### src/hdl/dqpb_pkg.sv
// ----------------------------------------------------------------------------
// DNS query packet builder package
// Types, constants and byte tables shared by the builder modules.
// ----------------------------------------------------------------------------
package dqpb_pkg;

    // One classified hostname character as it travels from front to back.
    typedef struct packed {
        logic [7:0] ch;
        logic       is_dot;
        logic       is_last;
    } cmd_t;

    // One byte write toward the packet buffer.
    typedef struct packed {
        logic [8:0] byte_offset;
        logic [7:0] byte_value;
        logic       write_valid;
        logic       packet_done;
        logic [9:0] packet_length;
        logic       overflow_flag;
        logic       label_error;
    } res_t;

    // Configuration register indexes.
    localparam logic [7:0] CFG_QUERY_ID   = 8'd0;
    localparam logic [7:0] CFG_QUERY_TYPE = 8'd1;

    localparam logic [15:0] QUERY_ID_RESET   = 16'hDB42;
    localparam logic [7:0]  QUERY_TYPE_RESET = 8'h01;

    localparam logic [7:0] DOT_CHAR     = 8'h2E;
    localparam logic [3:0] HDR_LAST_IDX = 4'd11;
    localparam logic [3:0] TRL_LAST_IDX = 4'd4;
    localparam logic [9:0] OFFSET_MAX   = 10'd1023;
    localparam logic [9:0] MAX_LABEL    = 10'd63;
    localparam int         QUEUE_DEPTH  = 2;

    // Saturating increment of a byte position or a label count.
    function automatic logic [9:0] sat_inc(input logic [9:0] x);
        return (x == OFFSET_MAX) ? x : x + 10'd1;
    endfunction

    // Header bytes: id, flags 0x0100, one question, zero other counts.
    function automatic logic [7:0] hdr_byte(input logic [3:0] idx, input logic [15:0] qid);
        logic [7:0] b;
        unique case (idx)
            4'd0:    b = qid[15:8];
            4'd1:    b = qid[7:0];
            4'd2:    b = 8'h01;
            4'd5:    b = 8'h01;
            default: b = 8'h00;
        endcase
        return b;
    endfunction

    // Trailer bytes: root, question type, class IN.
    function automatic logic [7:0] trl_byte(input logic [3:0] idx, input logic [7:0] qtype);
        logic [7:0] b;
        unique case (idx)
            4'd2:    b = qtype;
            4'd4:    b = 8'h01;
            default: b = 8'h00;
        endcase
        return b;
    endfunction

endpackage

### src/hdl/dqpb_queue.sv
// ----------------------------------------------------------------------------
// DNS query packet builder command queue
// Small register FIFO that decouples character intake from byte emission.
// ----------------------------------------------------------------------------
module dqpb_queue
    import dqpb_pkg::*;
#(
    parameter int DEPTH = 2
) (
    input  logic aclk,
    input  logic aresetn,
    input  logic push,
    input  cmd_t push_data,
    output logic full,
    input  logic pop,
    output logic head_valid,
    output cmd_t head_data
);

    localparam int PW = (DEPTH > 1) ? $clog2(DEPTH) : 1;
    localparam int CW = $clog2(DEPTH + 1);
    localparam logic [PW-1:0] LAST_PTR = PW'(DEPTH - 1);
    localparam logic [CW-1:0] DEPTH_C  = CW'(DEPTH);

    cmd_t            mem_reg [DEPTH];
    logic [PW-1:0]   wr_ptr_reg, rd_ptr_reg;
    logic [CW-1:0]   count_reg;
    logic            do_push, do_pop;

    assign full       = (count_reg == DEPTH_C);
    assign head_valid = (count_reg != '0);
    assign head_data  = mem_reg[rd_ptr_reg];
    assign do_push    = push && !full;
    assign do_pop     = pop && head_valid;

    // Pointers and fill count.
    always_ff @(posedge aclk) begin
        if (!aresetn) begin
            wr_ptr_reg <= '0;
            rd_ptr_reg <= '0;
            count_reg  <= '0;
        end else begin
            if (do_push) begin
                wr_ptr_reg <= (wr_ptr_reg == LAST_PTR) ? '0 : wr_ptr_reg + PW'(1);
            end
            if (do_pop) begin
                rd_ptr_reg <= (rd_ptr_reg == LAST_PTR) ? '0 : rd_ptr_reg + PW'(1);
            end
            if (do_push && !do_pop) begin
                count_reg <= count_reg + CW'(1);
            end else if (do_pop && !do_push) begin
                count_reg <= count_reg - CW'(1);
            end
        end
    end

    // Entry storage needs no reset.
    always_ff @(posedge aclk) begin
        if (do_push) begin
            mem_reg[wr_ptr_reg] <= push_data;
        end
    end

endmodule

### src/hdl/dqpb_front.sv
// ----------------------------------------------------------------------------
// DNS query packet builder front end
// Accepts hostname characters and classifies them into queue commands.
// ----------------------------------------------------------------------------
module dqpb_front
    import dqpb_pkg::*;
(
    input  logic       s_valid,
    output logic       s_ready,
    input  logic [7:0] s_name_char,
    input  logic       s_name_end,
    input  logic       q_full,
    output logic       q_push,
    output cmd_t       q_data
);

    // A transaction is taken whenever the queue has room.
    assign s_ready = !q_full;
    assign q_push  = s_valid && !q_full;

    // Classify the character: label separator or label content, last or not.
    always_comb begin
        q_data.ch      = s_name_char;
        q_data.is_dot  = (s_name_char == DOT_CHAR);
        q_data.is_last = s_name_end;
    end

endmodule

### src/hdl/dqpb_back.sv
// ----------------------------------------------------------------------------
// DNS query packet builder back end
// Sequencer that turns queued commands into packet byte writes.
// ----------------------------------------------------------------------------
module dqpb_back
    import dqpb_pkg::*;
#(
    parameter int PACKET_BYTES = 512
) (
    input  logic        aclk,
    input  logic        aresetn,
    input  logic [15:0] query_id,
    input  logic [7:0]  query_type,
    input  logic        q_valid,
    input  cmd_t        q_data,
    output logic        q_pop,
    output logic        m_valid,
    input  logic        m_ready,
    output res_t        m_res
);

    localparam logic [12:0] PB_W = 13'(PACKET_BYTES);

    typedef enum logic [1:0] {
        PH_HDR,
        PH_CHAR,
        PH_LEN,
        PH_TRAIL
    } phase_t;

    phase_t     phase_reg, phase_next, eff_phase;
    cmd_t       cur_reg;
    logic       cur_valid_reg, cur_valid_next;
    logic [3:0] idx_reg, idx_next;
    logic [9:0] wo_reg, wo_next;
    logic [9:0] lstart_reg, lstart_next;
    logic [9:0] lcount_reg, lcount_next;
    logic       hdr_sent_reg, hdr_sent_next;
    logic       ovf_reg, ovf_next;
    logic       long_reg, long_next;
    logic       m_valid_reg;
    res_t       m_res_reg;

    logic       emit, finish, go, out_free, load, ok;
    logic [9:0] off, char_off, lcount_inc, len_raw;
    logic [7:0] val;
    logic       done, long_flag;

    assign out_free = !m_valid_reg || m_ready;
    // A header already sent makes the header phase act as the character phase.
    assign eff_phase = (phase_reg == PH_HDR && hdr_sent_reg) ? PH_CHAR : phase_reg;

    // One step of the sequencer: at most one byte write per cycle.
    always_comb begin
        emit          = 1'b0;
        finish        = 1'b0;
        done          = 1'b0;
        off           = wo_reg;
        val           = 8'h00;
        long_flag     = long_reg;
        phase_next    = phase_reg;
        idx_next      = idx_reg;
        wo_next       = wo_reg;
        lstart_next   = lstart_reg;
        lcount_next   = lcount_reg;
        hdr_sent_next = hdr_sent_reg;
        long_next     = long_reg;
        char_off      = (lcount_reg == '0) ? sat_inc(wo_reg) : wo_reg;
        lcount_inc    = sat_inc(lcount_reg);
        len_raw       = sat_inc(wo_reg);

        unique case (eff_phase)
            PH_HDR: begin
                emit    = 1'b1;
                val     = hdr_byte(idx_reg, query_id);
                wo_next = sat_inc(wo_reg);
                if (idx_reg == HDR_LAST_IDX) begin
                    idx_next      = '0;
                    hdr_sent_next = 1'b1;
                    phase_next    = PH_CHAR;
                end else begin
                    idx_next = idx_reg + 4'd1;
                end
            end
            PH_CHAR: begin
                if (!cur_reg.is_dot) begin
                    // Opening a label reserves the length slot.
                    if (lcount_reg == '0) begin
                        lstart_next = wo_reg;
                    end
                    emit        = 1'b1;
                    off         = char_off;
                    val         = cur_reg.ch;
                    lcount_next = lcount_inc;
                    long_next   = long_reg || (lcount_inc > MAX_LABEL);
                    long_flag   = long_next;
                    wo_next     = sat_inc(char_off);
                    if (cur_reg.is_last) begin
                        phase_next = PH_LEN;
                    end else begin
                        finish = 1'b1;
                    end
                end else if (lcount_reg != '0) begin
                    phase_next = PH_LEN;
                end else if (cur_reg.is_last) begin
                    phase_next = PH_TRAIL;
                    idx_next   = '0;
                end else begin
                    finish = 1'b1;
                end
            end
            PH_LEN: begin
                // Close the label by filling its reserved length slot.
                emit        = 1'b1;
                off         = lstart_reg;
                val         = lcount_reg[7:0];
                lcount_next = '0;
                if (cur_reg.is_last) begin
                    phase_next = PH_TRAIL;
                    idx_next   = '0;
                end else begin
                    finish = 1'b1;
                end
            end
            PH_TRAIL: begin
                emit    = 1'b1;
                val     = trl_byte(idx_reg, query_type);
                wo_next = sat_inc(wo_reg);
                if (idx_reg == TRL_LAST_IDX) begin
                    done   = 1'b1;
                    finish = 1'b1;
                end else begin
                    idx_next = idx_reg + 4'd1;
                end
            end
            default: begin
                finish = 1'b1;
            end
        endcase

        ok       = ({3'b000, off} < PB_W);
        ovf_next = ovf_reg || (emit && !ok);

        // The end of a packet returns all packet state to its reset value.
        if (done) begin
            wo_next       = '0;
            lstart_next   = '0;
            lcount_next   = '0;
            hdr_sent_next = 1'b0;
            ovf_next      = 1'b0;
            long_next     = 1'b0;
        end
    end

    assign go    = cur_valid_reg && (!emit || out_free);
    assign load  = q_valid && (!cur_valid_reg || (go && finish));
    assign q_pop = load;

    always_comb begin
        if (load) begin
            cur_valid_next = 1'b1;
        end else if (go && finish) begin
            cur_valid_next = 1'b0;
        end else begin
            cur_valid_next = cur_valid_reg;
        end
    end

    // Sequencer state and the registered output transaction.
    always_ff @(posedge aclk) begin
        if (!aresetn) begin
            cur_valid_reg <= 1'b0;
            phase_reg     <= PH_HDR;
            idx_reg       <= '0;
            wo_reg        <= '0;
            lstart_reg    <= '0;
            lcount_reg    <= '0;
            hdr_sent_reg  <= 1'b0;
            ovf_reg       <= 1'b0;
            long_reg      <= 1'b0;
            m_valid_reg   <= 1'b0;
        end else begin
            cur_valid_reg <= cur_valid_next;
            if (load) begin
                cur_reg   <= q_data;
                phase_reg <= PH_HDR;
                idx_reg   <= '0;
            end else if (go) begin
                phase_reg <= phase_next;
                idx_reg   <= idx_next;
            end
            if (go) begin
                wo_reg       <= wo_next;
                lstart_reg   <= lstart_next;
                lcount_reg   <= lcount_next;
                hdr_sent_reg <= hdr_sent_next;
                ovf_reg      <= ovf_next;
                long_reg     <= long_next;
            end
            if (go && emit) begin
                m_valid_reg                 <= 1'b1;
                m_res_reg.byte_offset       <= off[8:0];
                m_res_reg.byte_value        <= val;
                m_res_reg.write_valid       <= ok;
                m_res_reg.packet_done       <= done;
                m_res_reg.packet_length     <= done
                    ? (({3'b000, len_raw} > PB_W) ? PB_W[9:0] : len_raw) : 10'd0;
                m_res_reg.overflow_flag     <= ovf_reg || !ok;
                m_res_reg.label_error       <= long_flag;
            end else if (m_ready) begin
                m_valid_reg <= 1'b0;
            end
        end
    end

    assign m_valid = m_valid_reg;
    assign m_res   = m_res_reg;

endmodule

### src/hdl/dns_query_packet_builder.sv
// ----------------------------------------------------------------------------
// DNS query packet builder
// Encodes a dotted hostname into byte writes of a DNS query packet (type A by default).
// ----------------------------------------------------------------------------
// Channel   Direction  Handshake               Content
// s_        in         s_valid / s_ready       s_name_char, s_name_end
// m_        out        m_valid / m_ready       one packet byte write with status
// cfg_      in         cfg_valid / cfg_ready   cfg_index, cfg_data
//
// The back end emits at most one byte write per cycle, none on a stall: a
// label character writes itself, a dot closing a label its length byte, a
// packet's first character twelve header bytes, its last character the open
// label's length byte and five trailer bytes. A two-entry command queue lets
// intake run on while the back end works or the output stalls. Reset is
// synchronous and active low; cfg_ready is always high, a write acts at once.
// ----------------------------------------------------------------------------
module dns_query_packet_builder
    import dqpb_pkg::*;
#(
    parameter int PACKET_BYTES = 512
) (
    input  logic        aclk,
    input  logic        aresetn,
    input  logic        s_valid,
    output logic        s_ready,
    input  logic [7:0]  s_name_char,
    input  logic        s_name_end,
    output logic        m_valid,
    input  logic        m_ready,
    output logic [8:0]  m_byte_offset,
    output logic [7:0]  m_byte_value,
    output logic        m_write_valid,
    output logic        m_packet_done,
    output logic [9:0]  m_packet_length,
    output logic        m_overflow_flag,
    output logic        m_label_error,
    input  logic        cfg_valid,
    output logic        cfg_ready,
    input  logic [7:0]  cfg_index,
    input  logic [15:0] cfg_data
);

    logic [15:0] query_id_reg;
    logic [7:0]  query_type_reg;
    logic        q_full, q_push, q_pop, q_valid;
    cmd_t        q_in, q_head;
    res_t        res;

    // Configuration registers.
    assign cfg_ready = 1'b1;

    always_ff @(posedge aclk) begin
        if (!aresetn) begin
            query_id_reg   <= QUERY_ID_RESET;
            query_type_reg <= QUERY_TYPE_RESET;
        end else if (cfg_valid) begin
            if (cfg_index == CFG_QUERY_ID) begin
                query_id_reg <= cfg_data;
            end else if (cfg_index == CFG_QUERY_TYPE) begin
                query_type_reg <= cfg_data[7:0];
            end
        end
    end

    // Intake and classification.
    dqpb_front u_front (
        .s_valid     (s_valid),
        .s_ready     (s_ready),
        .s_name_char (s_name_char),
        .s_name_end  (s_name_end),
        .q_full      (q_full),
        .q_push      (q_push),
        .q_data      (q_in)
    );

    // Command queue between front and back.
    dqpb_queue #(
        .DEPTH (QUEUE_DEPTH)
    ) u_queue (
        .aclk       (aclk),
        .aresetn    (aresetn),
        .push       (q_push),
        .push_data  (q_in),
        .full       (q_full),
        .pop        (q_pop),
        .head_valid (q_valid),
        .head_data  (q_head)
    );

    // Byte write sequencer.
    dqpb_back #(
        .PACKET_BYTES (PACKET_BYTES)
    ) u_back (
        .aclk       (aclk),
        .aresetn    (aresetn),
        .query_id   (query_id_reg),
        .query_type (query_type_reg),
        .q_valid    (q_valid),
        .q_data     (q_head),
        .q_pop      (q_pop),
        .m_valid    (m_valid),
        .m_ready    (m_ready),
        .m_res      (res)
    );

    assign m_byte_offset   = res.byte_offset;
    assign m_byte_value    = res.byte_value;
    assign m_write_valid   = res.write_valid;
    assign m_packet_done   = res.packet_done;
    assign m_packet_length = res.packet_length;
    assign m_overflow_flag = res.overflow_flag;
    assign m_label_error   = res.label_error;

endmodule

### config.mk
export PLATFORM = sky130hd
export DESIGN_NAME = dns_query_packet_builder
export DESIGN_NICKNAME = d
export VERILOG_FILES = /design/src/hdl/dqpb_pkg.sv /design/src/hdl/dqpb_queue.sv /design/src/hdl/dqpb_front.sv /design/src/hdl/dqpb_back.sv /design/src/hdl/dns_query_packet_builder.sv
export SDC_FILE = /design/constraint.sdc
export NUM_CORES = 1
export LEC_CHECK = 0
export BUFFER_PORTS_ARGS = -buffer_cell sky130_fd_sc_hd__buf_4
export CAP_MARGIN = 20
export CORE_ASPECT_RATIO = 0.5
export CORE_MARGIN = 4
export CORE_UTILIZATION = 25
export DETAILED_ROUTE_END_ITERATION = 10
export PLACE_DENSITY = 0.37
export SETUP_SLACK_MARGIN = 0.4
export SLEW_MARGIN = 10
export SYNTH_ARGS = -nofsm -noshare
export SYNTH_HDL_FRONTEND = slang
export SYNTH_SLANG_ARGS = --single-unit
export TNS_END_PERCENT = 30
### constraint.sdc
create_clock -name aclk -period 9.2 [get_ports aclk]
set_clock_uncertainty 0.2 [all_clocks]
set_input_delay 1.38 -clock aclk [delete_from_list [all_inputs] [get_ports aclk]]
set_output_delay 1.38 -clock aclk [all_outputs]
set_load 0.05 [all_outputs]
### After elaboration in Yosys (flattened, before gate mapping)

Memories as Yosys holds them, arrays and structs flattened. A register that Yosys moved wholly into a read port is not among the register bits.
Index checks and enable logic that the tools add are counted.

| storage, ports and cells | value |
|---|---|
| memories kept | 1 |
| output and inout bits | 34 |
| RAM bits | 20 |
| logic and storage cells | 174 |
| flip-flop bits (word level) | 100 |
| input bits | 38 |

Memory list:

| memory | depth | bits a word | read ports | clocked after Yosys merged registers in | wr ports | RTL line | text |
|---|---|---|---|---|---|---|---|
| u_queue.mem_reg | 2 | 10 | 1 | 1 | 1 | dqpb_queue.sv:25 | `cmd_t mem_reg [DEPTH];` |

| cells by class | value |
|---|---|
| reduce and logical (&&, ||, !) cells | 56 |
| add/subtract/negate cells | 8 |
| mux-type cells | 59 |
| eq/ne operators | 21 |
| bitwise logic cells | 3 |
| magnitude comparators | 3 |

Operators with widths:

| kind | count |
|---|---|
| $mux W10 | 14 |
| $pmux W10 S2 | 3 |
| $pmux W8 S4 | 1 |
| $add A10 B1 Y10 const B | 3 |
| $eq A10 B10 Y1 const B | 3 |
| $pmux W8 S3 | 1 |
| $mux W1 | 21 |
| $mux W4 | 5 |
| $mux W2 | 8 |
| $pmux W4 S4 | 1 |
| $pmux W8 S2 | 1 |
| $reduce_bool A2 Y1 | 8 |
| $reduce_and A3 Y1 | 4 |
| $reduce_and A4 Y1 | 3 |
| $logic_and A1 B1 Y1 | 11 |
| $gt A10 B10 Y1 const B | 1 |
| $gt A10 B6 Y1 const B | 1 |
| $logic_not A10 Y1 | 1 |
| $lt A10 B10 Y1 const B | 1 |
| $reduce_bool A10 Y1 | 1 |
| $reduce_bool A3 Y1 | 3 |
| $eq A4 B3 Y1 const B | 2 |
| $eq A8 B1 Y1 const B | 1 |
| $eq A8 B6 Y1 const B | 1 |
| other kinds (26) | 51 |

### Longest topological paths before layout

Gate-level depths: netlist of run 1.

| logic depth | value |
|---|---|
| depth in word-level cells | 16 |
| mapped depth | 17 |
| gate-level depth less buffers | 15 |

### Cells and area by module

A second synthesis of run 1 with hierarchy kept.

| second synthesis, totals | value |
|---|---|
| cells, all modules | 722 |
| area, all modules | 6,947.9 um^2 |

By module, submodules not included:

| module | instances | cells an instance | area an instance (um^2) | sequential area each (um^2) |
|---|---|---|---|---|
| dqpb_back | 1 | 544 | 4,854.7 | 2,052.0 |
| dns_query_packet_builder | 1 | 107 | 1,039.7 | 480.5 |
| dqpb_queue | 1 | 57 | 948.4 | 700.7 |
| dqpb_front | 1 | 14 | 105.1 | 0.0 |

### Least setup slack after synthesis of run 1

Ideal clock, no wire load.

| path | value |
|---|---|
| kind | input to register |
| start point | in aresetn |
| end point | reg u_back.wo_reg[7] |
| slack | 5.439 ns |
| buffers on the path | 1 |
| stages | 5 |
| setup time | 0.080 ns |
| arrival time | 3.481 ns |
| path through | clkbuf_1 inv_1 nor2_1 nand2_1 o22ai_1 |

RTL lines:

| what | RTL line | text |
|---|---|---|
| start: declaration | dns_query_packet_builder.sv:23 | `input logic aresetn,` |
| end signal: assignment | dqpb_back.sv:193 | `wo_reg <= wo_next;` |
| end: declaration | dqpb_back.sv:35 | `logic [9:0] wo_reg, wo_next;` |

### Final worst setup path of run 1

| path | value |
|---|---|
| start point | reg u_back.wo_reg[0] |
| end point | reg u_back.wo_reg[0] |

| on the way | value |
|---|---|
| longest elaborated chain between the ends | 8 |

RTL lines:

| what | RTL line | text |
|---|---|---|
| $add A10 B1 Y10 or $eq A10 B10 Y1 (tied branches) | dqpb_pkg.sv:41 | `return (x == OFFSET_MAX) ? x : x + 10'd1;` |
| $mux W10 | dqpb_pkg.sv:41 |  |
| $mux W10 | dqpb_back.sv:68 | `char_off = (lcount_reg == '0) ? sat_inc(wo_reg) : wo_reg;` |
| $add A10 B1 Y10 or $eq A10 B10 Y1 (tied branches) | dqpb_pkg.sv:41 |  |
| $mux W10 | dqpb_pkg.sv:41 |  |
| $mux W10 | dqpb_back.sv:86 | `if (!cur_reg.is_dot) begin` |
| $pmux W10 S2 * | dqpb_back.sv:72 | `unique case (eff_phase)` |
| $mux W10 * | dqpb_back.sv:145 | `if (done) begin` |

Mark *: on every way between the ends. The rest lies on a longest branch, timed or not. The select of a mux whose other input is x is not followed.
A chain may end at the register's enable or synchronous reset.

==> results of run 1 <==
-- cells by family after synthesis --
family	synth area share
AO/OA/AOI/OAI	0.168
buffers and inverters	0.0361
adder cells (fa/ha/maj)	0.0173
flip-flops	0.493
multiplexers	0.0653
XOR/XNOR	0.0188
other	0.000575
AND/OR/NAND/NOR	0.202
-- tightest hold or removal path, delay by kind of cell, from the launching register on --
| kind | cells | cell delay, ns |
|---|---|---|
| AOI/OAI and AO/OA | 1 | 0.04 |
| DFF | 1 | 0.32 |
| and+or+nand+nor | 1 | 0.07 |
-- per-layer routing --
| metal | routed length, um | part of all wire | GRT usage |
|---|---|---|---|
| met5 | 0 | 0 | 0 |
| met3 | 934 | 0.046 | 0.0482 |
| met2 | 9290 | 0.46 | 0.225 |
| met1 | 9670 | 0.48 | 0.187 |
| met4 | 248 | 0.012 | 0.0390 |
-- final timing paths --
path	cells after the start	slack (ns)	endpoint	startpoint
max	14	4.46	u_back.wo_reg[0]$_SDFFE_PN0P_	u_back.wo_reg[0]$_SDFFE_PN0P_
min	2	0.26	u_back.ovf_reg$_SDFFE_PN0P_	u_back.ovf_reg$_SDFFE_PN0P_
max reg2reg	14	4.46	u_back.wo_reg[0]$_SDFFE_PN0P_	u_back.wo_reg[0]$_SDFFE_PN0P_
min reg2reg	2	0.26	u_back.ovf_reg$_SDFFE_PN0P_	u_back.ovf_reg$_SDFFE_PN0P_
-- through the flow --
| stage | power [mW] | hold slack [ns] | utilization |
|---|---|---|---|
| 2_1_floorplan | 0.933 | 0.228 | - |
| 3_3_place_gp | 1.05 | 0.256 | 0.288 |
| 3_5_place_dp | 1.05 | 0.253 | 0.289 |
| 4_1_cts | 1.79 | 0.268 | 0.314 |
| 5_1_grt | 1.85 | 0.313 | 0.315 |
| 6_report | 1.76 | 0.265 | 0.315 |
-- power breakdown --
group	leakage (nW)	internal (mW)	total, mW	switching, mW
clock network	0.301	0.462	0.732	0.271
logic	1.44	0.109	0.317	0.208
registers	1.12	0.674	0.713	0.0396
-- synth_stat cells, types with 12 or more instances --
cell	instances	area, um^2
nor2_1	101	379
dfxtp_1	69	1380
nand2_1	62	233
edfxtp_1	61	1830
a21oi_1	46	230
clkbuf_1	29	109
mux2i_1	29	290
o21ai_0	29	145
nor3_1	23	115
a22oi_1	19	143
nand3_1	16	80.1
a221oi_1	15	131
inv_1	12	45.0
-- area by class of cell --
cell class,instances,share of cell area
inverter,13,0.00608
clock inverter,12,0.0225
tap,344,0.0537
multi-input combinational,499,0.384
timing repair buffer,79,0.0774
clock buffer,20,0.0557
sequential,130,0.401
==> impl_metrics.py, run 1 <==
metrics = {
    "grt": {
        "grt_max_degree": 47,
        "grt_pass1_vias": 5230,
        "grt.total_usage": 0.142,
        "antenna_found_initial": 0,
        "grt_pass1_wl_um": 31200,
        "grt_overflow_total": 0,
    },
    "synth": {
        "yosysSeqAreaShare": 0.493,
        "ys.flop_type": "dfxtp_1",
        "netlist_area_um2": 6520,
        "avgSynthCellArea_um2": 9.53,
        "ys_seq_elements": 130,
        "async_reset_ff_frac": 0,
        "synthCells": 684,
        "syn_nets": 731,
        "yosys_warnings": 0,
        "ys_types": 70,
        "synth-edff-count": 61,
    },
    "cells_and_area": {
        "instances_no_fill": 1097,
        "final_area_um2": 8020,
        "syn_to_final_growth_pct": 23.0,
        "largest_reg_flops": 31,
        "n_antenna_cell": 0,
        "mostFrequentLayoutCells": "nor2_1 (99), buf_4 (76), dfxtp_1 (69), nand2_1 (62), edfxtp_1 (61)",
        "fillers": 2708,
        "layout_commonest_cell": "nor2_1",
        "nets": 787,
        "multi_input_area_um2": 3080,
        "drive_gt1_frac": 0.185,
        "seqCellArea_um2": 3210,
    },
    "pwr": {
        "powerDensity_nw_per_um2": 220,
        "p_leak_nw": 2.86,
        "worst_ir_drop_vdd_uv": 113,
    },
    "sta": {
        "relSlewSlack": 0.400,
        "final_hold_viol_count": 0,
        "rsz0062_at_grt": "false",
        "final.setup.worst_slack_ns": 4.46,
        "drv_slew": 0,
        "setup_viol": 0,
        "setup_tns_ns": 0,
        "tightest_slew_ns": 0.897,
        "finalCritPeriodShare": 0.515,
        "fin_crit_ns": 4.74,
        "fmax_ghz": 0.211,
    },
    "placement": {
        "place_ws_ns": 4.30,
        "place_congestion": 0.878,
        "dp.cells": 1062,
        "placed_area_um2": 7360,
        "hpwl_um": 14400,
        "io_buffers": 70,
    },
    "clock_network": {
        "cts_setup_buffers": 0,
        "cts-resized-gates": 0,
        "clk_latency_ns": 0.44,
        "cts_buffer_depth": 2,
        "clkTransAtPathRegs_ns": 0.06,
        "cts_tree": "yes",
        "cts_sinks": 130,
        "cts-root-buf": "clkbuf_16",
        "cts_made_buffers": 17,
        "cts_hold_buf": 0,
        "cts_max_level": 4,
    },
    "die": {
        "ios": 72,
        "start_util": 0.256,
        "core_area_um2": 25400,
        "dieArea_um2": 28900,
        "row_count": 41,
        "fp.dieW_um": 236,
        "die_h_um": 122,
    },
    "worst_setup_path": {
        "crit_chain": "ha_1 -> nand3_1 -> nor3_1 -> nor2_1 -> xor2_1 -> ha_1 -> nand2_1 -> nor3_1 -> a41o_1 -> nor4b_2 -> buf_4 -> nor4_1 -> o31ai_1 -> a41oi_1",
        "cp-start-kind": "flop",
        "cp.arrival_ns": 4.83,
        "slowest_delay_ns": 0.79,
        "path_class": "reg -> reg",
        "path_max_fanout": 21,
        "crit_family": "simple AND/OR/NAND/NOR gates",
        "crit_path_end_kind": "flop",
        "worstPathBufferInverterCount": 1,
        "cp.required_ns": 9.29,
        "critical-path-slowest-cell": "dfxtp_1",
    },
    "routing": {
        "wl_per_cell_um": 18.4,
        "drtIter0Drc": 399,
        "ant_nets": 0,
        "drcViolationCount": 0,
        "firstDrtPassIters": 5,
        "dr_total_vias": 5409,
        "viasPerCell": 4.93,
        "wl_um": 20100,
    },
    "run_status": {
        "status": "completed",
    },
    "worst_hold_path": {
        "holdCritPathClass": "reg -> reg",
    },
    "flow_run": {
        "max_cap_violations": 0,
    },
}
Note: power is estimated with default switching activity, not from simulation.
==> run 2: changes to the inputs <==
Settings changed: PLACE_DENSITY 0.37 to 0.38.
Clock period 9.2 ns to 4 ns, I/O delays scaled along.
==> run 2 against run 1 <==
  * Global-route usage grew 0.69 points
  * Register-to-register slack lost 3.9 ns
  * Die area did not move
  * Flip-flop and latch count stayed put
  * Final cell count rose by 2.4%
  * Worst hold slack worse by 0.11 ns
  * Design area rose by 2.0%
  * Clock-buffer cell count shrank 3
  * Critical path depth rose by 1
  * Sequential share of layout area fell by 0.80 points
==> impl_metrics.py, run 2 (same netlist as run 1, synthesis figures left out) <==
metrics = {
    "clock_network": {
        "cts_buffer_depth": 2,
        "clk_latency_ns": 0.43,
        "cts_tree": "yes",
        "cts_made_buffers": 17,
        "clkTransAtPathRegs_ns": 0.06,
        "cts-root-buf": "clkbuf_16",
        "cts_max_level": 4,
        "cts_sinks": 130,
    },
    "die": {
        "ios": 72,
        "fp.dieW_um": 236,
        "row_count": 41,
        "dieArea_um2": 28900,
        "die_h_um": 122,
        "core_area_um2": 25400,
        "start_util": 0.256,
    },
    "worst_setup_path": {
        "critical-path-slowest-cell": "dfxtp_1",
        "path_class": "reg -> reg",
        "crit_chain": "nand2_1 -> or3_1 -> buf_4 -> nand2_1 -> a2bb2oi_1 -> inv_1 -> ha_1 -> nand2_1 -> nor3_1 -> a41o_1 -> nor4b_4 -> buf_4 -> and3_1 -> o31ai_1 -> a41oi_1",
        "cp.arrival_ns": 3.51,
        "crit_family": "simple AND/OR/NAND/NOR gates",
        "cpMostUsedCell": "nand2_1",
        "worstPathBufferInverterCount": 3,
        "cp-start-kind": "flop",
        "cp.required_ns": 4.10,
        "path_max_fanout": 11,
        "slowest_delay_ns": 0.53,
        "crit_path_end_kind": "flop",
    },
    "cells_and_area": {
        "nets": 814,
        "largest_reg_flops": 31,
        "mostFrequentLayoutCells": "buf_4 (105), nor2_1 (98), dfxtp_1 (69), nand2_1 (62), edfxtp_1 (61)",
        "n_antenna_cell": 0,
        "syn_to_final_growth_pct": 25.5,
        "layout_commonest_cell": "buf_4",
        "fillers": 2684,
        "drive_gt1_frac": 0.214,
    },
    "routing": {
        "dr_total_vias": 5462,
        "drtIter0Drc": 297,
        "viasPerCell": 4.86,
        "drcViolationCount": 0,
        "wl_per_cell_um": 18.7,
        "ant_nets": 0,
        "wl_um": 21000,
        "firstDrtPassIters": 5,
    },
    "sta": {
        "finalCritPeriodShare": 0.853,
        "holdWs_ns": 0.151,
        "final.setup.worst_slack_ns": 0.589,
        "tightest_slew_ns": 0.977,
        "setup_viol": 0,
        "setup_tns_ns": 0,
        "rsz0062_at_grt": "false",
        "final_hold_viol_count": 0,
        "fmax_ghz": 0.293,
        "drv_slew": 0,
        "relSlewSlack": 0.346,
        "fin_crit_ns": 3.41,
    },
    "pwr": {
        "p_clk_frac": 0.398,
        "p_sw_frac": 0.300,
        "seqPwrFrac": 0.406,
        "p_leak_nw": 2.99,
        "powerDensity_nw_per_um2": 487,
        "total_power_mw": 3.98,
        "combPwrFrac": 0.196,
        "worst_ir_drop_vdd_uv": 180,
        "p_int_mw": 2.79,
        "switchingPower_mw": 1.20,
    },
    "run_status": {
        "status": "completed",
    },
    "grt": {
        "grt_pass1_wl_um": 32500,
        "antenna_found_initial": 0,
        "grt_max_degree": 28,
        "grt_pass1_vias": 5429,
        "grt_overflow_total": 0,
        "grt.total_usage": 0.149,
    },
    "placement": {
        "place_ws_ns": 0.366,
        "place_congestion": 0.856,
        "io_buffers": 70,
        "hpwl_um": 15200,
    },
    "flow_run": {
        "max_cap_violations": 0,
    },
    "worst_hold_path": {
        "holdCritPathClass": "in -> reg",
    },
}
-- run 2: cell count changes in the layout (fill, tap and decap cells not counted), sizes merged --
cell,change
buf,+28
bufinv,-1
clkbuf,-4
clkinv,+1
clkinvlp,+2
-- run 2: per-stage QoR --
step                      instances  utilization  area [um^2]
after global routing           1123        0.322         8180
final                          1123        0.322         8180
after CTS                      1121        0.321         8160
after global placement         1090        0.297         7570
after detailed placement       1090        0.297         7570
after floorplan                 684            -         6520
-- run 2: metal layers --
layer	routed length (um)	vias up	GRT usage	share of wire
met5	0	-	0	0
met1	10300	2665	0.204	0.49
met4	217	0	0.0434	0.010
met3	751	15	0.0328	0.036
li1	-	2677	-	-
met2	9770	105	0.239	0.46
-- run 2: path summary, 6_finish.rpt --
kind	cells after the start	startpoint	end	slack [ns]
max	15	u_back.wo_reg[9]$_SDFFE_PN0P_	u_back.wo_reg[0]$_SDFFE_PN0P_	0.59
min	1	s_name_end	u_queue.mem_reg[1][0]$_DFFE_PP_	0.15
max reg2reg	15	u_back.wo_reg[9]$_SDFFE_PN0P_	u_back.wo_reg[0]$_SDFFE_PN0P_	0.59
min reg2reg	2	query_id_reg[6]$_SDFFE_PN1P_	query_id_reg[6]$_SDFFE_PN1P_	0.27
-- run 2: power by group through the flow --
stage                     Sequential (mW)  Clock, mW  Combinational [mW]
final                                1.62       1.59               0.779
after global routing                 1.63       1.69               0.850
after CTS                            1.62       1.63               0.791
after detailed placement             1.65          0               0.788
after global placement               1.65          0               0.791
after floorplan                      1.75          0               0.392
-- run 2: what timing repair did --
action                                  CTS  global route
endpoints found under the setup margin    1             8
cloned                                    0             0
setup buffers                             0             2
hold buffers                              0             0
gates resized for setup                   1             2
-- run 2: cell type report --
class / instances / area (um^2) / share of cell area
sequential: 130 / 3210 / 0.393
multi-input combinational: 499 / 3090 / 0.378
timing repair buffer: 106 / 808 / 0.0988
tap: 344 / 430 / 0.0526
clock buffer: 17 / 425 / 0.0520
clock inverter: 14 / 164 / 0.0200
inverter: 13 / 48.8 / 0.00596
-- run 2: worst register-to-register path: cells and delay by family (launching register included) --
family / cells / cell delay, ns
simple gates: 7 / 1.10
flops: 1 / 0.53
fa+ha+maj: 1 / 0.23
compound gates: 4 / 0.80
buf+inv: 3 / 0.41
